--- src/rtl/pdt_pkg.sv ---
`default_nettype none

package pdt_pkg;

  // Field widths
  localparam int unsigned AGE_W    = 16;
  localparam int unsigned RSSI_W   = 8;
  localparam int unsigned SLOT_W   = 3;
  localparam int unsigned CIDX_W   = 3;
  localparam int unsigned CDATA_W  = 16;

  // Number of valid target slots; reports for slots at or above this count as reports that saw nothing
  localparam int unsigned TARGET_SLOTS = 8;
  localparam logic [SLOT_W+1:0] SLOT_LIMIT = (SLOT_W+2)'(TARGET_SLOTS);

  localparam logic [AGE_W-1:0] AGE_MAX = {AGE_W{1'b1}};

  // Register reset values
  localparam logic signed [RSSI_W-1:0] THRESHOLD_RST = -8'sd75;
  localparam logic [AGE_W-1:0] PULSE_RST    = 16'd700;
  localparam logic [AGE_W-1:0] DEBOUNCE_RST = 16'd1500;
  localparam logic [AGE_W-1:0] LOST_RST     = 16'd30000;
  localparam logic [AGE_W-1:0] RETRY_RST    = 16'd5000;

  typedef enum logic [1:0] {
    OP_TICK   = 2'd0,
    OP_SCAN   = 2'd1,
    OP_BUTTON = 2'd2,
    OP_LINK   = 2'd3
  } opcode_t;

  typedef enum logic [1:0] {
    LINK_DOWN   = 2'd0,
    LINK_UP     = 2'd1,
    LINK_FAILED = 2'd2
  } link_status_t;

  typedef enum logic [1:0] {
    OPEN_NONE      = 2'd0,
    OPEN_PROXIMITY = 2'd1,
    OPEN_BUTTON    = 2'd2
  } open_event_t;

  typedef enum logic [CIDX_W-1:0] {
    CFG_THRESHOLD = 3'd0,
    CFG_PULSE     = 3'd1,
    CFG_DEBOUNCE  = 3'd2,
    CFG_LOST      = 3'd3,
    CFG_RETRY     = 3'd4
  } cfg_index_t;

  // One result word
  typedef struct packed {
    logic                     relay_drive;
    logic                     led_drive;
    logic                     connect_request;
    logic                     target_valid;
    logic [SLOT_W-1:0]        target_slot;
    logic signed [RSSI_W-1:0] smoothed_dbm;
    logic                     found_event;
    logic [1:0]               open_event;
    logic                     ignored_event;
    logic                     lost_event;
  } result_t;

  // Millisecond age counter step, saturating at full scale
  function automatic logic [AGE_W-1:0] sat_add(input logic [AGE_W-1:0] a,
                                               input logic [AGE_W-1:0] b);
    logic [AGE_W:0] s;
    s = {1'b0, a} + {1'b0, b};
    return s[AGE_W] ? AGE_MAX : s[AGE_W-1:0];
  endfunction

  // Mean of the valid history entries, truncated toward zero
  function automatic logic signed [RSSI_W-1:0] hist_avg(
      input logic signed [RSSI_W-1:0] h0,
      input logic signed [RSSI_W-1:0] h1,
      input logic [1:0]               v);
    logic signed [RSSI_W:0] sum;
    logic signed [RSSI_W:0] adj;
    logic signed [RSSI_W-1:0] res;
    sum = {h0[RSSI_W-1], h0} + {h1[RSSI_W-1], h1};
    // add one to negative sums so the shift rounds toward zero
    adj = sum + {{RSSI_W{1'b0}}, sum[RSSI_W]};
    case (v)
      2'b00:   res = '0;
      2'b01:   res = h0;
      2'b10:   res = h1;
      2'b11:   res = adj[RSSI_W:1];
      default: res = '0;
    endcase
    return res;
  endfunction

endpackage

`default_nettype wire

--- src/rtl/pdt_in_if.sv ---
`default_nettype none

interface pdt_in_if;
  logic                             valid;
  logic                             ready;
  logic [1:0]                       opcode;
  logic [pdt_pkg::AGE_W-1:0]        elapsed_ms;
  logic                             seen;
  logic signed [pdt_pkg::RSSI_W-1:0] best_rssi;
  logic [pdt_pkg::SLOT_W-1:0]       best_slot;
  logic [1:0]                       link_status;

  modport source (output valid, opcode, elapsed_ms, seen, best_rssi, best_slot,
                  link_status, input ready);
  modport sink (input valid, opcode, elapsed_ms, seen, best_rssi, best_slot,
                link_status, output ready);
endinterface

`default_nettype wire

--- src/rtl/pdt_out_if.sv ---
`default_nettype none

interface pdt_out_if;
  logic                              valid;
  logic                              ready;
  logic                              relay_drive;
  logic                              led_drive;
  logic                              connect_request;
  logic                              target_valid;
  logic [pdt_pkg::SLOT_W-1:0]        target_slot;
  logic signed [pdt_pkg::RSSI_W-1:0] smoothed_dbm;
  logic                              found_event;
  logic [1:0]                        open_event;
  logic                              ignored_event;
  logic                              lost_event;

  modport source (output valid, relay_drive, led_drive, connect_request, target_valid,
                  target_slot, smoothed_dbm, found_event, open_event, ignored_event,
                  lost_event, input ready);
  modport sink (input valid, relay_drive, led_drive, connect_request, target_valid,
                target_slot, smoothed_dbm, found_event, open_event, ignored_event,
                lost_event, output ready);
endinterface

`default_nettype wire

--- src/rtl/pdt_cfg_if.sv ---
`default_nettype none

interface pdt_cfg_if;
  logic                        valid;
  logic                        ready;
  logic [pdt_pkg::CIDX_W-1:0]  index;
  logic [pdt_pkg::CDATA_W-1:0] data;

  modport source (output valid, index, data, input ready);
  modport sink (input valid, index, data, output ready);
endinterface

`default_nettype wire

--- src/rtl/proximity_door_trigger.sv ---
`default_nettype none

// Proximity door trigger. Every word on the input channel (tick, scan report,
// button press or link event) yields exactly one result word. A word is taken
// into an input register, evaluated combinationally against the block state,
// and the result lands in an output register. One word can be accepted every
// cycle while results are taken. When the output stalls, the input register
// holds one more word and then in_ch.ready drops until the waiting result
// leaves. Configuration writes are taken every cycle (cfg_ch.ready is always
// high) and must only be issued while no word is in flight; indexes beyond the
// register list are ignored. Scan reports for slots at or above TARGET_SLOTS
// count as reports that saw nothing.
module proximity_door_trigger (
  input  wire               clk,
  input  wire               rst_n,
  pdt_in_if.sink            in_ch,
  pdt_out_if.source         out_ch,
  pdt_cfg_if.sink           cfg_ch
);

  localparam int unsigned AW = pdt_pkg::AGE_W;
  localparam int unsigned RW = pdt_pkg::RSSI_W;
  localparam int unsigned SW = pdt_pkg::SLOT_W;

  // Configuration registers
  logic signed [RW-1:0] thr_r;
  logic [AW-1:0]        pulse_r, debounce_r, lost_r, retry_gap_r;

  // Input register
  logic                 s1_valid_r;
  logic [1:0]           s1_op_r;
  logic [AW-1:0]        s1_elapsed_r;
  logic                 s1_seen_r;
  logic signed [RW-1:0] s1_rssi_r;
  logic [SW-1:0]        s1_slot_r;
  logic [1:0]           s1_link_r;

  // Block state
  logic signed [RW-1:0] hist_r [2];
  logic [1:0]           hvalid_r;
  logic                 hptr_r;
  logic                 visible_r, auto_r, gave_r, jdrop_r, link_r, relay_r;
  logic [AW-1:0]        relay_age_r, unseen_age_r, button_age_r, retry_age_r;
  logic                 act_valid_r;
  logic [SW-1:0]        act_slot_r;

  // Next state
  logic signed [RW-1:0] h0_nxt, h1_nxt;
  logic [1:0]           hvalid_nxt;
  logic                 hptr_nxt;
  logic                 visible_nxt, auto_nxt, gave_nxt, jdrop_nxt, link_nxt, relay_nxt;
  logic [AW-1:0]        relay_age_nxt, unseen_age_nxt, button_age_nxt, retry_age_nxt;
  logic                 act_valid_nxt;
  logic [SW-1:0]        act_slot_nxt;

  // Output register
  logic                 out_valid_r;
  pdt_pkg::result_t     res_r, res_nxt;

  logic                 out_free, s1_adv;
  logic                 seen_eff, have_sm;
  logic signed [RW-1:0] sm_scan;

  assign out_free     = !out_valid_r || out_ch.ready;
  assign s1_adv       = s1_valid_r && out_free;
  assign in_ch.ready  = !s1_valid_r || out_free;
  assign cfg_ch.ready = 1'b1;

  // Configuration writes
  always_ff @(posedge clk) begin
    if (!rst_n) begin
      thr_r       <= pdt_pkg::THRESHOLD_RST;
      pulse_r     <= pdt_pkg::PULSE_RST;
      debounce_r  <= pdt_pkg::DEBOUNCE_RST;
      lost_r      <= pdt_pkg::LOST_RST;
      retry_gap_r <= pdt_pkg::RETRY_RST;
    end else if (cfg_ch.valid) begin
      case (pdt_pkg::cfg_index_t'(cfg_ch.index))
        pdt_pkg::CFG_THRESHOLD: thr_r       <= cfg_ch.data[RW-1:0];
        pdt_pkg::CFG_PULSE:     pulse_r     <= cfg_ch.data;
        pdt_pkg::CFG_DEBOUNCE:  debounce_r  <= cfg_ch.data;
        pdt_pkg::CFG_LOST:      lost_r      <= cfg_ch.data;
        pdt_pkg::CFG_RETRY:     retry_gap_r <= cfg_ch.data;
        default: ;
      endcase
    end
  end

  // Input register
  always_ff @(posedge clk) begin
    if (!rst_n) begin
      s1_valid_r <= 1'b0;
    end else if (in_ch.ready) begin
      s1_valid_r <= in_ch.valid;
    end
  end

  always_ff @(posedge clk) begin
    if (in_ch.valid && in_ch.ready) begin
      s1_op_r      <= in_ch.opcode;
      s1_elapsed_r <= in_ch.elapsed_ms;
      s1_seen_r    <= in_ch.seen;
      s1_rssi_r    <= in_ch.best_rssi;
      s1_slot_r    <= in_ch.best_slot;
      s1_link_r    <= in_ch.link_status;
    end
  end

  // One item's effect on the state and its result
  always_comb begin
    h0_nxt         = hist_r[0];
    h1_nxt         = hist_r[1];
    hvalid_nxt     = hvalid_r;
    hptr_nxt       = hptr_r;
    visible_nxt    = visible_r;
    auto_nxt       = auto_r;
    gave_nxt       = gave_r;
    jdrop_nxt      = jdrop_r;
    link_nxt       = link_r;
    relay_nxt      = relay_r;
    relay_age_nxt  = relay_age_r;
    unseen_age_nxt = unseen_age_r;
    button_age_nxt = button_age_r;
    retry_age_nxt  = retry_age_r;
    act_valid_nxt  = act_valid_r;
    act_slot_nxt   = act_slot_r;
    res_nxt        = '0;
    have_sm        = 1'b0;
    sm_scan        = '0;
    seen_eff       = s1_seen_r && ({2'b00, s1_slot_r} < pdt_pkg::SLOT_LIMIT);

    case (pdt_pkg::opcode_t'(s1_op_r))
      pdt_pkg::OP_TICK: begin
        relay_age_nxt  = pdt_pkg::sat_add(relay_age_r, s1_elapsed_r);
        unseen_age_nxt = link_r ? '0 : pdt_pkg::sat_add(unseen_age_r, s1_elapsed_r);
        button_age_nxt = pdt_pkg::sat_add(button_age_r, s1_elapsed_r);
        retry_age_nxt  = pdt_pkg::sat_add(retry_age_r, s1_elapsed_r);
        // lost check
        if (visible_r && !link_r && unseen_age_nxt > lost_r) begin
          visible_nxt   = 1'b0;
          auto_nxt      = 1'b0;
          gave_nxt      = 1'b0;
          act_valid_nxt = 1'b0;
          act_slot_nxt  = '0;
          h0_nxt        = '0;
          h1_nxt        = '0;
          hvalid_nxt    = '0;
          hptr_nxt      = 1'b0;
          res_nxt.lost_event = 1'b1;
        end
        // connect attempt
        if (visible_nxt && !link_r && auto_nxt && !gave_nxt &&
            retry_age_nxt > retry_gap_r) begin
          retry_age_nxt           = '0;
          res_nxt.connect_request = act_valid_nxt;
        end
        // end of relay pulse
        if (relay_r && relay_age_nxt > pulse_r) begin
          relay_nxt = 1'b0;
        end
      end
      pdt_pkg::OP_SCAN: begin
        if (!seen_eff) begin
          if (jdrop_r) begin
            jdrop_nxt  = 1'b0;
            auto_nxt   = 1'b0;
            gave_nxt   = 1'b0;
            h0_nxt     = '0;
            h1_nxt     = '0;
            hvalid_nxt = '0;
            hptr_nxt   = 1'b0;
          end
        end else begin
          if (!auto_r) begin
            act_valid_nxt = 1'b1;
            act_slot_nxt  = s1_slot_r;
          end
          unseen_age_nxt = '0;
          if (hptr_r) begin
            h1_nxt = s1_rssi_r;
          end else begin
            h0_nxt = s1_rssi_r;
          end
          hvalid_nxt[hptr_r] = 1'b1;
          hptr_nxt           = !hptr_r;
          sm_scan            = pdt_pkg::hist_avg(h0_nxt, h1_nxt, hvalid_nxt);
          have_sm            = 1'b1;
          if (jdrop_r) begin
            jdrop_nxt = 1'b0;
            if (sm_scan < thr_r) begin
              auto_nxt   = 1'b0;
              gave_nxt   = 1'b0;
              h0_nxt     = '0;
              h1_nxt     = '0;
              hvalid_nxt = '0;
              hptr_nxt   = 1'b0;
            end
          end
          if (!visible_r) begin
            visible_nxt         = 1'b1;
            auto_nxt            = 1'b0;
            gave_nxt            = 1'b0;
            res_nxt.found_event = 1'b1;
          end
          if (!auto_nxt && sm_scan >= thr_r) begin
            auto_nxt           = 1'b1;
            relay_nxt          = 1'b1;
            relay_age_nxt      = '0;
            res_nxt.open_event = pdt_pkg::OPEN_PROXIMITY;
          end
        end
      end
      pdt_pkg::OP_BUTTON: begin
        if (button_age_r > debounce_r) begin
          button_age_nxt     = '0;
          relay_nxt          = 1'b1;
          relay_age_nxt      = '0;
          res_nxt.open_event = pdt_pkg::OPEN_BUTTON;
        end else begin
          res_nxt.ignored_event = 1'b1;
        end
      end
      pdt_pkg::OP_LINK: begin
        case (pdt_pkg::link_status_t'(s1_link_r))
          pdt_pkg::LINK_DOWN: begin
            link_nxt  = 1'b0;
            jdrop_nxt = 1'b1;
          end
          pdt_pkg::LINK_UP:     link_nxt = 1'b1;
          pdt_pkg::LINK_FAILED: gave_nxt = 1'b1;
          default: ;
        endcase
      end
      default: ;
    endcase

    res_nxt.relay_drive  = relay_nxt;
    res_nxt.led_drive    = visible_nxt;
    res_nxt.target_valid = act_valid_nxt;
    res_nxt.target_slot  = act_valid_nxt ? act_slot_nxt : '0;
    res_nxt.smoothed_dbm = have_sm ? sm_scan
                                   : pdt_pkg::hist_avg(h0_nxt, h1_nxt, hvalid_nxt);
  end

  // State update, one item per advance
  always_ff @(posedge clk) begin
    if (!rst_n) begin
      hist_r[0]    <= '0;
      hist_r[1]    <= '0;
      hvalid_r     <= '0;
      hptr_r       <= 1'b0;
      visible_r    <= 1'b0;
      auto_r       <= 1'b0;
      gave_r       <= 1'b0;
      jdrop_r      <= 1'b0;
      link_r       <= 1'b0;
      relay_r      <= 1'b0;
      relay_age_r  <= '0;
      unseen_age_r <= '0;
      button_age_r <= pdt_pkg::AGE_MAX;
      retry_age_r  <= pdt_pkg::AGE_MAX;
      act_valid_r  <= 1'b0;
      act_slot_r   <= '0;
    end else if (s1_adv) begin
      hist_r[0]    <= h0_nxt;
      hist_r[1]    <= h1_nxt;
      hvalid_r     <= hvalid_nxt;
      hptr_r       <= hptr_nxt;
      visible_r    <= visible_nxt;
      auto_r       <= auto_nxt;
      gave_r       <= gave_nxt;
      jdrop_r      <= jdrop_nxt;
      link_r       <= link_nxt;
      relay_r      <= relay_nxt;
      relay_age_r  <= relay_age_nxt;
      unseen_age_r <= unseen_age_nxt;
      button_age_r <= button_age_nxt;
      retry_age_r  <= retry_age_nxt;
      act_valid_r  <= act_valid_nxt;
      act_slot_r   <= act_slot_nxt;
    end
  end

  // Output register
  always_ff @(posedge clk) begin
    if (!rst_n) begin
      out_valid_r <= 1'b0;
    end else if (out_free) begin
      out_valid_r <= s1_valid_r;
    end
  end

  always_ff @(posedge clk) begin
    if (s1_adv) begin
      res_r <= res_nxt;
    end
  end

  assign out_ch.valid           = out_valid_r;
  assign out_ch.relay_drive     = res_r.relay_drive;
  assign out_ch.led_drive       = res_r.led_drive;
  assign out_ch.connect_request = res_r.connect_request;
  assign out_ch.target_valid    = res_r.target_valid;
  assign out_ch.target_slot     = res_r.target_slot;
  assign out_ch.smoothed_dbm    = res_r.smoothed_dbm;
  assign out_ch.found_event     = res_r.found_event;
  assign out_ch.open_event      = res_r.open_event;
  assign out_ch.ignored_event   = res_r.ignored_event;
  assign out_ch.lost_event      = res_r.lost_event;

  // Checks
  a_open_drives_relay: assert property (@(posedge clk) disable iff (!rst_n)
    s1_adv && res_nxt.open_event != pdt_pkg::OPEN_NONE |=> out_ch.relay_drive)
    else $error("door opened without relay drive");

  a_lost_clears_led: assert property (@(posedge clk) disable iff (!rst_n)
    out_valid_r && out_ch.lost_event |-> !out_ch.led_drive && !out_ch.target_valid)
    else $error("lost result still shows presence");

  a_found_sets_led: assert property (@(posedge clk) disable iff (!rst_n)
    out_valid_r && out_ch.found_event |-> out_ch.led_drive && out_ch.target_valid)
    else $error("found result without presence");

  a_stall_only_when_full: assert property (@(posedge clk) disable iff (!rst_n)
    !in_ch.ready |-> s1_valid_r && out_valid_r && !out_ch.ready)
    else $error("input stalled with room in the pipeline");

  a_request_needs_target: assert property (@(posedge clk) disable iff (!rst_n)
    out_valid_r && out_ch.connect_request |-> out_ch.target_valid && !out_ch.lost_event)
    else $error("connect request without an active target");

endmodule

`default_nettype wire

--- src/flat_wrapper.sv ---
// flat-port wrapper written by rule: the top's interface ports become plain ports
module proximity_door_trigger_flat 
  (clk, rst_n, in_ch_valid, in_ch_opcode, in_ch_elapsed_ms, in_ch_seen, in_ch_best_rssi, in_ch_best_slot, in_ch_link_status, in_ch_ready, out_ch_valid, out_ch_relay_drive, out_ch_led_drive, out_ch_connect_request, out_ch_target_valid, out_ch_target_slot, out_ch_smoothed_dbm, out_ch_found_event, out_ch_open_event, out_ch_ignored_event, out_ch_lost_event, out_ch_ready, cfg_ch_valid, cfg_ch_index, cfg_ch_data, cfg_ch_ready);
  pdt_in_if in_ch_i ();
  pdt_out_if out_ch_i ();
  pdt_cfg_if cfg_ch_i ();
  input  wire clk;
  input  wire rst_n;
  input wire logic [$bits(in_ch_i.valid)-1:0] in_ch_valid;
  input wire logic [$bits(in_ch_i.opcode)-1:0] in_ch_opcode;
  input wire logic [$bits(in_ch_i.elapsed_ms)-1:0] in_ch_elapsed_ms;
  input wire logic [$bits(in_ch_i.seen)-1:0] in_ch_seen;
  input wire logic [$bits(in_ch_i.best_rssi)-1:0] in_ch_best_rssi;
  input wire logic [$bits(in_ch_i.best_slot)-1:0] in_ch_best_slot;
  input wire logic [$bits(in_ch_i.link_status)-1:0] in_ch_link_status;
  output wire logic [$bits(in_ch_i.ready)-1:0] in_ch_ready;
  output wire logic [$bits(out_ch_i.valid)-1:0] out_ch_valid;
  output wire logic [$bits(out_ch_i.relay_drive)-1:0] out_ch_relay_drive;
  output wire logic [$bits(out_ch_i.led_drive)-1:0] out_ch_led_drive;
  output wire logic [$bits(out_ch_i.connect_request)-1:0] out_ch_connect_request;
  output wire logic [$bits(out_ch_i.target_valid)-1:0] out_ch_target_valid;
  output wire logic [$bits(out_ch_i.target_slot)-1:0] out_ch_target_slot;
  output wire logic [$bits(out_ch_i.smoothed_dbm)-1:0] out_ch_smoothed_dbm;
  output wire logic [$bits(out_ch_i.found_event)-1:0] out_ch_found_event;
  output wire logic [$bits(out_ch_i.open_event)-1:0] out_ch_open_event;
  output wire logic [$bits(out_ch_i.ignored_event)-1:0] out_ch_ignored_event;
  output wire logic [$bits(out_ch_i.lost_event)-1:0] out_ch_lost_event;
  input wire logic [$bits(out_ch_i.ready)-1:0] out_ch_ready;
  input wire logic [$bits(cfg_ch_i.valid)-1:0] cfg_ch_valid;
  input wire logic [$bits(cfg_ch_i.index)-1:0] cfg_ch_index;
  input wire logic [$bits(cfg_ch_i.data)-1:0] cfg_ch_data;
  output wire logic [$bits(cfg_ch_i.ready)-1:0] cfg_ch_ready;
  assign in_ch_i.valid = in_ch_valid;
  assign in_ch_i.opcode = in_ch_opcode;
  assign in_ch_i.elapsed_ms = in_ch_elapsed_ms;
  assign in_ch_i.seen = in_ch_seen;
  assign in_ch_i.best_rssi = in_ch_best_rssi;
  assign in_ch_i.best_slot = in_ch_best_slot;
  assign in_ch_i.link_status = in_ch_link_status;
  assign in_ch_ready = in_ch_i.ready;
  assign out_ch_valid = out_ch_i.valid;
  assign out_ch_relay_drive = out_ch_i.relay_drive;
  assign out_ch_led_drive = out_ch_i.led_drive;
  assign out_ch_connect_request = out_ch_i.connect_request;
  assign out_ch_target_valid = out_ch_i.target_valid;
  assign out_ch_target_slot = out_ch_i.target_slot;
  assign out_ch_smoothed_dbm = out_ch_i.smoothed_dbm;
  assign out_ch_found_event = out_ch_i.found_event;
  assign out_ch_open_event = out_ch_i.open_event;
  assign out_ch_ignored_event = out_ch_i.ignored_event;
  assign out_ch_lost_event = out_ch_i.lost_event;
  assign out_ch_i.ready = out_ch_ready;
  assign cfg_ch_i.valid = cfg_ch_valid;
  assign cfg_ch_i.index = cfg_ch_index;
  assign cfg_ch_i.data = cfg_ch_data;
  assign cfg_ch_ready = cfg_ch_i.ready;
  proximity_door_trigger u_core (.clk(clk), .rst_n(rst_n), .in_ch(in_ch_i), .out_ch(out_ch_i), .cfg_ch(cfg_ch_i));
endmodule
--- config.mk ---
export PLATFORM = sky130hd
export DESIGN_NAME = proximity_door_trigger_flat
export DESIGN_NICKNAME = d
export VERILOG_FILES = /design/src/rtl/pdt_pkg.sv /design/src/rtl/pdt_in_if.sv /design/src/rtl/pdt_out_if.sv /design/src/rtl/pdt_cfg_if.sv /design/src/rtl/proximity_door_trigger.sv /design/src/flat_wrapper.sv
export SDC_FILE = /design/constraint.sdc
export NUM_CORES = 1
export LEC_CHECK = 0
export ABC_CLOCK_PERIOD_IN_PS = 8430
export BUFFER_PORTS_ARGS = -buffer_cell sky130_fd_sc_hd__buf_2
export CAP_MARGIN = 20
export CORE_ASPECT_RATIO = 1.2
export CORE_MARGIN = 8
export CORE_UTILIZATION = 50
export CTS_CLUSTER_DIAMETER = 50
export DETAILED_ROUTE_END_ITERATION = 8
export PLACE_DENSITY = 0.72
export SETUP_SLACK_MARGIN = 0.2
export SLEW_MARGIN = 20
export SYNTH_ARGS = -nofsm -noshare
export SYNTH_HDL_FRONTEND = slang
export SYNTH_SLANG_ARGS = --single-unit
--- constraint.sdc ---
create_clock -name clk -period 8.43 [get_ports clk]
set_clock_uncertainty 0.2 [all_clocks]
set_input_delay 0.4215 -clock clk [delete_from_list [all_inputs] [get_ports clk]]
set_output_delay 0.4215 -clock clk [all_outputs]
set_load 0.03 [all_outputs]
=== Word level (Yosys, flattened, before mapping) ===
Memory sizes are Yosys's and may differ from the RTL's.
Index checks and enable logic that the tools add are counted.

* Register bits after elaboration: 203
* RAM bits: 16
* Input port bits: 56
* Word-level logic and storage cells: 232
* Memories kept: 1

{| class="wikitable"
|+ Memories
! memory !! words !! width !! read ports !! clocked after Yosys merged registers in !! wr ports !! line !! text
|-
| u_core.hist_r || 2 || 8 || 2 || 0 || 2 || proximity_door_trigger.sv:39 || <nowiki>logic signed [RW-1:0] hist_r [2];</nowiki>
|}

* Add/subtract/negate cells: 8
* $lt $le $gt $ge: 8
* Equal/unequal tests: 24
* Multiplexer cells: 105
* Bitwise logic cells: 3
* Reduce and logical (&&, ||, !) cells: 46

{| class="wikitable"
|+ Operator list
! cell !! number
|-
| 2-to-1 mux 8 bit || 23
|-
| 2-to-1 mux 16 bit || 10
|-
| adder 16 x 16 -> 17 bit || 4
|-
| greater-than comparator 16 bit || 4
|-
| case mux 16 bit (2 select lines) || 2
|-
| case mux 8 bit (4 select lines) || 2
|-
| case mux 16 bit (3 select lines) || 1
|-
| 2-to-1 mux 1 bit || 44
|-
| case mux 8 bit (2 select lines) || 2
|-
| adder 8 x 8 -> 9 bit || 2
|-
| adder 9 x 1 -> 9 bit || 2
|-
| AND reduction 2 bit || 8
|-
| AND reduction 3 bit || 5
|-
| equality test 2 bit, second input constant || 7
|-
| 2-to-1 mux 2 bit || 6
|-
| case mux 1 bit (2 select lines) || 6
|-
| logical AND 1 bit || 11
|-
| != test 2 x 1 -> 1 bit, second input constant || 5
|-
| 2-to-1 mux 3 bit || 3
|-
| equality test 2 x 1 -> 1 bit, second input constant || 4
|-
| >= comparator 8 bit || 1
|-
| zero test 2 bit || 4
|-
| less-than comparator 8 bit || 1
|-
| case mux 2 bit (2 select lines) || 2
|-
| 22 further kinds || 35
|}

=== Longest topological paths before layout ===
Gate-level depths: netlist (run 1).

* Depth in word-level cells: 20
* Depth in mapped cells: 37
* Mapped depth without buffers: 36

=== Least setup slack after synthesis (run 1) ===
OpenSTA, ideal clock, no wires.

* Path type: register to register
* Start: reg u_core.hptr_r
* End: reg u_core.res_r, in the netlist u_core.out_ch.smoothed_dbm[7] (data pin)
* Setup time: 276 ps
* Data arrival time: 6927 ps
* Path slack: 1027 ps
* Cell stages (with the launch flop): 37
* Path buffers: 2
* Period minus slack after synthesis: 7403 ps
* Path through: dfxtp_1 clkbuf_1 mux2_2 ha_1 inv_1 fa_1 nor2b_1 o211ai_1 a221oi_1 nor2b_1 ha_1 and2_1 nand4_1 nor3_2 xnor2_1 mux2i_1 inv_1 ha_1 nand2_2 o22ai_1 o41ai_1 nor2_2 clkbuf_1 a22o_1 ha_1 inv_1 fa_1 nor2b_1 o311ai_2 a21boi_1 o2bb2ai_1 and2_1 ha_1 and4bb_2 xnor2_1 mux2i_1 o221ai_1

{| class="wikitable"
|+ RTL lines
! element !! line !! text
|-
| from (decl) || proximity_door_trigger.sv:41 || <nowiki>logic hptr_r;</nowiki>
|-
| from (signal assigned) || proximity_door_trigger.sv:268 || <nowiki>hptr_r <= hptr_nxt;</nowiki>
|-
| to (signal assigned) || proximity_door_trigger.sv:295 || <nowiki>res_r <= res_nxt;</nowiki>
|-
| to (decl) || proximity_door_trigger.sv:58 || <nowiki>pdt_pkg::result_t res_r, res_nxt;</nowiki>
|}

==> out/summary.txt, run 1 <==
Fillers: 2522
post-synthesis xor/xnor area fraction: 3.83%
Worst Setup EP: u_core.out_ch.smoothed_dbm[0]
Final Hold Viols: 0
WP data required: 8.51 ns
largest net degree at the start of global routing: 87
r2r endpoint: u_core.out_ch.smoothed_dbm[0]
Ys Warns: 0
Most used DFF post-synth: dfxtp_1
Initial DRC Count: 893
Detailed Routing Iterations Pass 1: 5
dpl hpwl: 32900 um
Post-Syn Nets: 1883
Worst Tran Pin Value: 1.02 ns
Setup crit start kind: flip-flop
FF-to-FF Start: u_core.hptr_r
Final Slew Violations: 0
EDFF count, synth: 68
clk_lat worst skew: 0.56 ns
status: completed
Die Y: 203 um
Avg WL per Cell: 20.0 um
pwr/cell area: 179 mW/mm^2
CP Max Fanout: 11
CP peak stage delay: 0.43 ns
hold_ws: 0.00850 ns
final WL: 43700 um
post-synthesis cell count: 1662
Die Wd: 172 um
unrepaired setup endpoints after global routing: false
vias in the first global route: 12300
Final nets: 1992
synth unique cells: 97
Critical-path top delay cell: dfxtp_4
r2r setup slk: 0.70 ns
GR Overflow Total: 0
ys async rst share: 0%
antenna cells: 0
Fmax: 129 MHz
Inserted Clock Buffers: 29
Adder-Cell Fraction of Synth Area: 14.4%
top-count cell post-synth: nand2_1
FF-to-FF path depth: 34
first-pass GRT wire length: 67200 um
Initial Util: 50.8%
clock-pin slew on the worst setup and hold paths: 0.07 ns
critical path arrival: 7.81 ns
P_leak: 0.00719 uW
# DRC: 0
Max Cap Viol: 0
share of layout cells above drive strength 1: 12.3%
Tcrit/Tclk final: 91.7%
via/cell ratio: 5.83
CTS max path bufs: 3
max_slew headroom: 31.8%
number of port buffers: 77
Core Area: 0.0288 mm^2
critical path startpoint: u_core.hptr_r
IO Pins: 79
largest family of logic cells by synthesized area: compound AO/OA/AOI/OAI gates
CTS root buf: clkbuf_16
Layout area overhead: 14.9%
Synth Register Bits: 219
Total GRT Usage: 24.5%
fin crit period: 7.73 ns
Post-Synthesis Cell Area: 0.0146 mm^2
CTS tree: yes
Synth area leaders: dfxtp_1, edfxtp_1, ha_1
Final ANT Viol Nets: 0
TNS Setup: 0 ns
gpl congestion: 0.983
HP Class: input port to flip-flop
Die Area: 0.0350 mm^2
highest ir drop seen on vdd: 166 uV
Crit path top cell by count: ha_1
Post-Synth Simple-Gate Area: 17.3%
Seq/Total Area, Yosys: 34.6%
initial antenna violation count: 3
clk sink count: 219
Synth top area share: 20.6%
mux share of post-synthesis cell area: 2.21%
H-Tree Level Count: 1
Final Setup Violations: 0
Post-Syn Area per Cell: 8.81 um^2
# rows: 68
kind of end point of the critical path: flip-flop
most area-hungry cell type in the Yosys netlist: dfxtp_1
kind of critical path: flip-flop to flip-flop
via count: 12700
Synth Area in Compound Gates: 22.1%
most frequent cells after synthesis: nand2_1, ha_1, dfxtp_1, inv_1, nor2_1
## flip-flops by register name, indices dropped and copies added (netlist names), 3 cells and up
name	flops
u_core.out_ch.smoothed_dbm	8
u_core.button_age_r	16
u_core.debounce_r	16
u_core.s1_slot_r	3
u_core.hist_r	16
u_core.retry_gap_r	16
u_core.s1_elapsed_r	16
u_core.s1_rssi_r	8
u_core.pulse_r	16
u_core.unseen_age_r	16
u_core.lost_r	16
u_core.relay_age_r	16
u_core.act_slot_r	3
u_core.thr_r	8
u_core.out_ch.target_slot	3
u_core.retry_age_r	16
## power by group
part / switching [uW] / internal [uW] / total, uW
registers: 41.7 / 1130 / 1170
clock network: 513 / 735 / 1250
logic: 345 / 238 / 583
total: 900 / 2100 / 3000
## per-stage QoR
stage	util (%)	power (uW)	instance area, um^2	setup WS (ns)	cells
final	58.3	3000	16800	0.698	2179
after global routing	58.3	3130	16800	0.257	2179
after CTS	58.1	3020	16800	0.245	2175
after detailed placement	53.2	1750	15300	0.296	2078
after global placement	53.2	1730	15300	0.536	2078
after floorplan	-	1590	14600	1.03	1662
## cell families (layout without fill, tap and decap cells)
| logic type | after synthesis | in the layout |
|---|---|---|
| xor gates and xnor gates | 64 | 64 |
| muxes | 30 | 30 |
| DFF | 219 | 219 |
| buffers and inverters | 200 | 332 |
| other | 1 | 1 |
| AOI/OAI and AO/OA | 452 | 452 |
| and+or+nand+nor | 531 | 531 |
| adders and majority gates | 165 | 165 |
## critical path, delay by kind of cell (launching register included)
family | cells | cell delay (ns)
AOI/OAI and AO/OA | 11 | 1.82
and+or+nand+nor | 9 | 1.82
adders and majority gates | 5 | 1.50
muxes | 3 | 0.90
buffers and inverters | 5 | 0.68
DFF | 1 | 0.43
xor gates and xnor gates | 1 | 0.10
## layer usage
metal  wire length, um  global-route usage (%)  vias up
met5                45                       0        -
met4              2840                    14.5        6
met3              2700                    4.28      144
met2             20900                    42.0      399
met1             17200                    28.0     5978
li1                  -                       -     6169
## final cells by class
class	instances	area (um^2)	area share, %
Multi-Input combinational cell	1243	8800	52.3
Sequential cell	219	5070	30.1
Timing Repair Buffer	138	953	5.67
Clock buffer	34	776	4.61
Inverter	140	526	3.12
Tap cell	385	482	2.86
Clock inverter	20	211	1.26
## layout by cell type, fill, tap and decap left out, drive strengths merged, types with 19 or more instances in the layout
cell | synthesis | layout
nand2b | 22 | 22
o21ai | 94 | 94
clkbuf | 46 | 34
nand4 | 27 | 27
o21a | 19 | 19
nand3 | 26 | 26
a21boi | 54 | 54
nand2 | 223 | 223
dfxtp | 151 | 151
nor2 | 114 | 114
buf | 14 | 95
edfxtp | 68 | 68
ha | 159 | 159
a21o | 25 | 25
dlygate4sd3 | 0 | 43
a21oi | 68 | 68
o211ai | 63 | 63
inv | 140 | 146
xnor2 | 49 | 49
nor3 | 23 | 23
nor2b | 31 | 31
a22o | 28 | 28
## timing repair
| action | 4_1_cts | 5_1_grt |
|---|---|---|
| hold buffers | 43 | 0 |
| endpoints found under the setup margin | 0 | 8 |
| setup buffers | 0 | 4 |
| gates resized for setup | 0 | 6 |
| hold endpoints to repair | 62 | 0 |
## worst min-delay path by stage
stage	from	to	slack, ns	cells after the start
after floorplan	u_core.unseen_age_r[0]	u_core.unseen_age_r[0]	0.23	2
after global placement	u_core.unseen_age_r[15]	u_core.unseen_age_r[15]	0.24	1
after detailed placement	u_core.unseen_age_r[12]	u_core.unseen_age_r[12]	0.25	2
after CTS	cfg_ch_data[2]	u_core.lost_r[2]	0.0001	3
after global routing	cfg_ch_data[2]	u_core.lost_r[2]	0.02	3
final	cfg_ch_data[12]	u_core.pulse_r[12]	0.008	3
Power figures use the tool's default switching activity.
==> run 2, diff against run 1 <==
--- a/config.mk
+++ b/config.mk
@@ -5,6 +5,7 @@
 export SDC_FILE = /design/constraint.sdc
 export NUM_CORES = 1
 export LEC_CHECK = 0
+export ABC_AREA = 1
 export ABC_CLOCK_PERIOD_IN_PS = 8430
 export BUFFER_PORTS_ARGS = -buffer_cell sky130_fd_sc_hd__buf_2
 export CAP_MARGIN = 20
==> run 2 against run 1 <==
Effect of this change: non-clock buffer count decreased by 10; count of clock-buffer cells in the layout increased by 7; setup slack improved by 0.34 ns; largest power group is now registers.
==> out/summary.txt, run 2 <==
status: completed
most frequent cells after synthesis: nand2_1, inv_1, a21oi_1, ha_1, dfxtp_1
highest ir drop seen on vdd: 161 uV (-3.1%)
Ys Warns: 0 (unchanged)
kind of critical path: flip-flop to flip-flop
synth unique cells: 59 (-39%)
most common cell after layout, fill and taps aside: nand2_1
unrepaired setup endpoints after global routing: false
max_slew headroom: 29.8% (-2.0 points)
Avg WL per Cell: 18.4 um (-8.3%)
Initial Util: 50.6% (-0.13 points)
post-synthesis cell count: 2032 (+22%)
Synth Register Bits: 219 (unchanged)
Fmax: 135 MHz (+4.7%)
initial antenna violation count: 2 (-1)
Post-Synth Simple-Gate Area: 24.1% (+6.8 points)
power share of the sequential group: 38.5% (-0.5 points)
most area-hungry cell type in the Yosys netlist: dfxtp_1
Worst Tran Pin Value: 1.05 ns (+0.0257 ns)
Inserted Clock Buffers: 29 (unchanged)
combinational fraction of design power: 22.7% (+3.3 points)
Final nets: 2351 (+18%)
final worst-path setup slack: 1.04 ns (+0.344 ns)
EDFF count, synth: 68 (unchanged)
# DRC: 0 (unchanged)
switching power: 992 uW (+10%)
Critical-path top delay cell: fa_1
switch share: 32.5% (+2.5 points)
CTS root buf: clkbuf_16
Post-Synthesis Cell Area: 0.0154 mm^2 (+5.1%)
H-Tree Level Count: 1 (unchanged)
clock-pin slew on the worst setup and hold paths: 0.06 ns (about the same)
Final Setup Violations: 0 (unchanged)
Final Slew Violations: 0 (unchanged)
hold_ws: 0.0255 ns (+0.0170 ns)
Post-Syn Area per Cell: 7.57 um^2 (-14%)
P_leak: 0.00803 uW (+12%)
number of port buffers: 77 (unchanged)
CTS tree: yes
clk sink count: 219 (unchanged)
Total GRT Usage: 25.0% (+0.48 points)
post-synthesis xor/xnor area fraction: 2.73% (-1.1 points)
Most used DFF post-synth: dfxtp_1
Die Area: 0.0367 mm^2 (+4.7%)
Tcrit/Tclk final: 87.6% (-4.1 points)
largest net degree at the start of global routing: 85 (-2.3%)
clk_lat worst skew: 0.56 ns (about the same)
kind of end point of the critical path: flip-flop
Synth Area in Compound Gates: 17.4% (-4.8 points)
via count: 14300 (+12%)
fin crit period: 7.39 ns (-0.344 ns)
gpl congestion: 0.944 (-4.0%)
CP peak stage delay: 0.39 ns (-0.04 ns)
mux share of post-synthesis cell area: 0% (-2.2 points)
final WL: 46900 um (+7.4%)
WP data required: 8.54 ns (+0.03 ns)
vias in the first global route: 13900 (+13%)
Adder-Cell Fraction of Synth Area: 13.7% (-0.70 points)
GR Overflow Total: 0 (unchanged)
CTS max path bufs: 3 (unchanged)
Max Cap Viol: 0 (unchanged)
pwr/cell area: 176 mW/mm^2 (-1.4%)
Layout area overhead: 12.5%
IO Pins: 79 (unchanged)
Fillers: 2803 (+11%)
Crit path top cell by count: nand2_1
CP Max Fanout: 12 (+1)
Die Y: 208 um (+2.3%)
Core Area: 0.0304 mm^2 (+5.4%)
Initial DRC Count: 969 (+8.5%)
Total Power: 3050 uW (+1.6%)
top-count cell post-synth: nand2_1
critical path arrival: 7.50 ns (-0.31 ns)
Post-Syn Nets: 2253 (+20%)
Seq/Total Area, Yosys: 32.9% (-1.7 points)
Die Wd: 176 um (+2.3%)
power share of the clock group: 38.7% (-2.9 points)
Post-Place Setup Slack: 0.934 ns (+0.638 ns)
Inst Count DP: 2453 (+18%)
dpl hpwl: 34100 um (+3.7%)
Pint: 2060 uW (-2.1%)
Synth area leaders: dfxtp_1, edfxtp_1, ha_1
Detailed Routing Iterations Pass 1: 5 (unchanged)
Synth top area share: 19.6% (-1.0 points)
ys async rst share: 0% (unchanged)
first-pass GRT wire length: 73400 um (+9.2%)
largest family of logic cells by synthesized area: simple AND/OR/NAND/NOR gates
Post-Layout Cell Count: 2551 (+17%)
TNS Setup: 0 ns (unchanged)
share of layout cells above drive strength 1: 11.3% (-1.0 points)
Setup crit start kind: flip-flop
Final ANT Viol Nets: 0 (unchanged)
HP Class: input port to flip-flop
most frequent cells in the layout: nand2_1, inv_1, a21oi_1, ha_1, dfxtp_1
# rows: 70 (+2.9%)
via/cell ratio: 5.60 (-4.0%)
Final Hold Viols: 0 (unchanged)
-- run 2: cell types whose count changed after synthesis, sizes merged, moves of 16 or more --
cell    delta
a22o      -28
a21boi    -44
mux2      -16
o211ai    -39
o21ai     +44
inv      +134
nand2    +217
nor2b     -31
nand2b    -22
nand3    +127
a21oi    +144
xnor2     -26
-- run 2: final timing paths --
| check | cells past startpoint | from | endpoint | slack, ns |
|---|---|---|---|---|
| worst max register to register | 56 | u_core.hptr_r | u_core.out_ch.smoothed_dbm[7] | 1.04 |
| worst min register to register | 2 | u_core.retry_gap_r[6] | u_core.retry_gap_r[6] | 0.26 |
| worst max-delay path | 56 | u_core.hptr_r | u_core.out_ch.smoothed_dbm[7] | 1.04 |
| worst min-delay path | 3 | cfg_ch_data[10] | u_core.debounce_r[10] | 0.03 |
-- run 2: layout make-up --
type	instances	area, um^2	share of cell area [%]
Clock inverter	13	114	0.658
Sequential cell	219	5060	29.2
Timing Repair Buffer	128	865	4.99
Clock buffer	41	808	4.67
Antenna cell	2	5.00	0.0289
Tap cell	396	495	2.86
Multi-Input combinational cell	1477	8930	51.6
Inverter	275	1030	5.98
-- run 2: logic make-up after synthesis --
group / after synthesis
buffers and inverters: 337
flip-flops: 219
AO/OA/AOI/OAI: 456
other: 1
AND/OR/NAND/NOR: 806
adder cells (fa/ha/maj): 165
XOR/XNOR: 48
-- run 2: what timing repair did --
action / CTS / global route
setup buffers: 0 / 3
resized for setup: 0 / 3
hold endpoints to repair: 36 / 0
hold buffers: 37 / 0
endpoints found under the setup margin: 0 / 2
-- run 2: worst max-delay path: cells and delay by family, from the launching register on --
family | cells | cell delay (ns)
buf+inv | 10 | 0.79
compound gates | 3 | 0.26
simple gates | 36 | 3.84
fa+ha+maj | 7 | 1.68
flops | 1 | 0.35
-- run 2: per-stage QoR --
step | utilization [%] | area, um^2
floorplan | - | 15400
global placement | 52.6 | 16000
detailed placement | 52.6 | 16000
CTS | 56.8 | 17300
global route | 57.0 | 17300
finish | 57.0 | 17300
-- run 2: per-layer routing --
metal  up-vias  share of wire (%)  GRT usage (%)
li1       7043                  -              -
met1      6639                 41           29.2
met2       479                 48           43.2
met3       111                5.8           4.04
met4         2                5.0           12.7
met5         -              0.021              0
-- run 2: power groups by stage --
stage,clock network (uW),registers (uW),logic [uW]
after floorplan,0,1190,494
after global placement,0,1200,656
after detailed placement,0,1200,666
after CTS,1200,1170,685
after global routing,1240,1180,780
final,1180,1180,694
==> run 3, diff against run 2 <==
--- a/config.mk
+++ b/config.mk
@@ -15,6 +15,8 @@
 export CTS_CLUSTER_DIAMETER = 50
 export DETAILED_ROUTE_END_ITERATION = 8
 export PLACE_DENSITY = 0.72
+export RECOVER_POWER = 100
+export REMOVE_ABC_BUFFERS = 1
 export SETUP_SLACK_MARGIN = 0.2
 export SLEW_MARGIN = 20
 export SYNTH_ARGS = -nofsm -noshare
==> run 3 against run 2 <==
Effect of this change: the flow now finishes with violations (max-capacitance violations, max-slew violations); via count decreased by 0.64%; setup slack worse by 0.26 ns; cell count increased by 0.16%; critical endpoint unchanged; highest routed layer is now met4.
==> out/summary.txt, run 3 (synthesis gave the netlist of run 2 again) <==
status: finished, violations left
violated checks: max-capacitance violations, max-slew violations
most frequent cells in the layout: nand2_1, inv_1, a21oi_1, ha_1, dfxtp_1
Avg WL per Cell: 17.8 um (-3.3%)
Final Slew Violations: 157 (+157)
final WL: 45500 um (-3.1%)
largest net degree at the start of global routing: 65 (-24%)
Final nets: 2356 (+0.21%)
Layout area overhead: 12.5% (about the same)
CTS max path bufs: 3 (unchanged)
HP Class: input port to flip-flop
critical path arrival: 7.74 ns (+0.24 ns)
Die Wd: 176 um (unchanged)
Final Setup Violations: 0 (unchanged)
# rows: 70 (unchanged)
Fmax: 131 MHz (-3.4%)
via/cell ratio: 5.55 (-0.80%)
Critical-path top delay cell: edfxtp_1
Post-Layout Cell Count: 2555 (+0.16%)
Inserted Clock Buffers: 30 (+3.4%)
gpl congestion: 0.958 (+1.5%)
antenna cells: 0 (-2)
unrepaired setup endpoints after global routing: false
Initial DRC Count: 935 (-3.5%)
CP peak stage delay: 0.54 ns (+0.15 ns)
Multi-input gate area: 0.00885 mm^2 (-0.84%)
Detailed Routing Iterations Pass 1: 5 (unchanged)
clk_lat worst skew: 0.57 ns (about the same)
Crit path top cell by count: nand2_1
Max Cap Viol: 3 (+3)
via count: 14200 (-0.64%)
initial antenna violation count: 0 (-2)
Worst Tran Pin Value: 3.37 ns (+2.32 ns)
clk sink count: 219 (unchanged)
TNS Setup: 0 ns (unchanged)
Die Y: 208 um (unchanged)
pwr/cell area: 182 mW/mm^2 (+3.2%)
fin crit period: 7.65 ns (+0.262 ns)
highest ir drop seen on vdd: 157 uV (-2.6%)
P_leak: 0.00798 uW (-0.53%)
first-pass GRT wire length: 72100 um (-1.8%)
Initial Util: 50.6% (unchanged)
# DRC: 0 (unchanged)
Setup crit start kind: flip-flop
Post-CTS Resized: 0 (unchanged)
Total GRT Usage: 24.4% (-0.56 points)
IO Pins: 79 (unchanged)
max_slew headroom: -124% (-150 points)
Core Area: 0.0304 mm^2 (unchanged)
Reg area: 0.00506 mm^2 (unchanged)
CP Max Fanout: 22 (+10)
Die Area: 0.0367 mm^2 (unchanged)
kind of critical path: flip-flop to flip-flop
WP data required: 8.52 ns (-0.02 ns)
Inst Count DP: 2457 (+0.16%)
Final ANT Viol Nets: 0 (unchanged)
CTS tree: yes
Tcrit/Tclk final: 90.7% (+3.1 points)
H-Tree Level Count: 1 (unchanged)
CTS root buf: clkbuf_16
most common cell after layout, fill and taps aside: nand2_1
share of layout cells above drive strength 1: 9.08% (-2.2 points)
number of port buffers: 77 (unchanged)
Fillers: 2846 (+1.5%)
dpl hpwl: 34000 um (-0.27%)
kind of end point of the critical path: flip-flop
vias in the first global route: 13600 (-1.8%)
Final Hold Viols: 0 (unchanged)
clock-pin slew on the worst setup and hold paths: 0.06 ns (about the same)
final core area utilization: 57.0% (about the same)
GR Overflow Total: 0 (unchanged)
[run 3: cell types whose count changed in the layout (fill, tap and decap cells not counted), sizes merged]
cell,change
clkinvlp,+1
inv,-2
buf,-35
bufinv,+2
dlygate4sd3,+4
clkbuf,+31
nand3,-1
clkinv,+6
diode,-2
[run 3: worst paths after layout]
check / cells past startpoint / end / start / slack (ns)
max: 47 / u_core.out_ch.smoothed_dbm[7] / u_core.s1_elapsed_r[0] / 0.78
max reg2reg: 47 / u_core.out_ch.smoothed_dbm[7] / u_core.s1_elapsed_r[0] / 0.78
min reg2reg: 2 / u_core.pulse_r[1] / u_core.pulse_r[1] / 0.26
min: 3 / u_core.retry_gap_r[0] / cfg_ch_data[0] / 0.07
[run 3: final cells by class]
class,count,area share [%]
clock inverters,20,1.12
flip-flops and latches,219,29.2
multi-input cells,1476,51.1
well taps,396,2.86
clock buffers,36,4.83
inverters,275,5.97
repair buffers,133,4.87
[run 3: worst max-delay path: cells and delay by family (launching register included)]
family,cells,cell delay [ns]
and+or+nand+nor,33,3.67
adders and majority gates,6,1.78
buffers and inverters,5,0.78
DFF,1,0.54
AOI/OAI and AO/OA,3,0.41
[run 3: metrics by stage]
stage / setup WS [ns] / instance area (um^2) / power, uW / hold slack [ns]
floorplan: 1.43 / 15000 / 1660 / 0.233
global placement: 1.22 / 16000 / 1840 / 0.246
detailed placement: 1.08 / 16000 / 1860 / 0.253
CTS: 1.01 / 17400 / 3160 / 0.0424
global route: 0.136 / 17300 / 3300 / 0.0593
finish: 0.781 / 17300 / 3150 / 0.0678
[run 3: layer usage]
layer	GRT usage [%]	part of all wire, %	wire length, um	up-vias
li1	-	-	-	7066
met1	28.8	40	18400	6588
met2	43.4	49	22400	417
met3	3.10	5.6	2550	111
met4	10.6	4.6	2100	0
met5	0	0	0	-
[run 3: timing repair]
| item | 4_1_cts | 5_1_grt |
|---|---|---|
| hold endpoints to repair | 41 | 0 |
| hold buffers | 41 | 0 |
| buffers inserted | 0 | 0 |
[run 3: report_power, final]
part,internal [uW],switching (uW)
Sequential,1140,39.0
Clock,777,514
Combinational,242,440
Total,2150,994
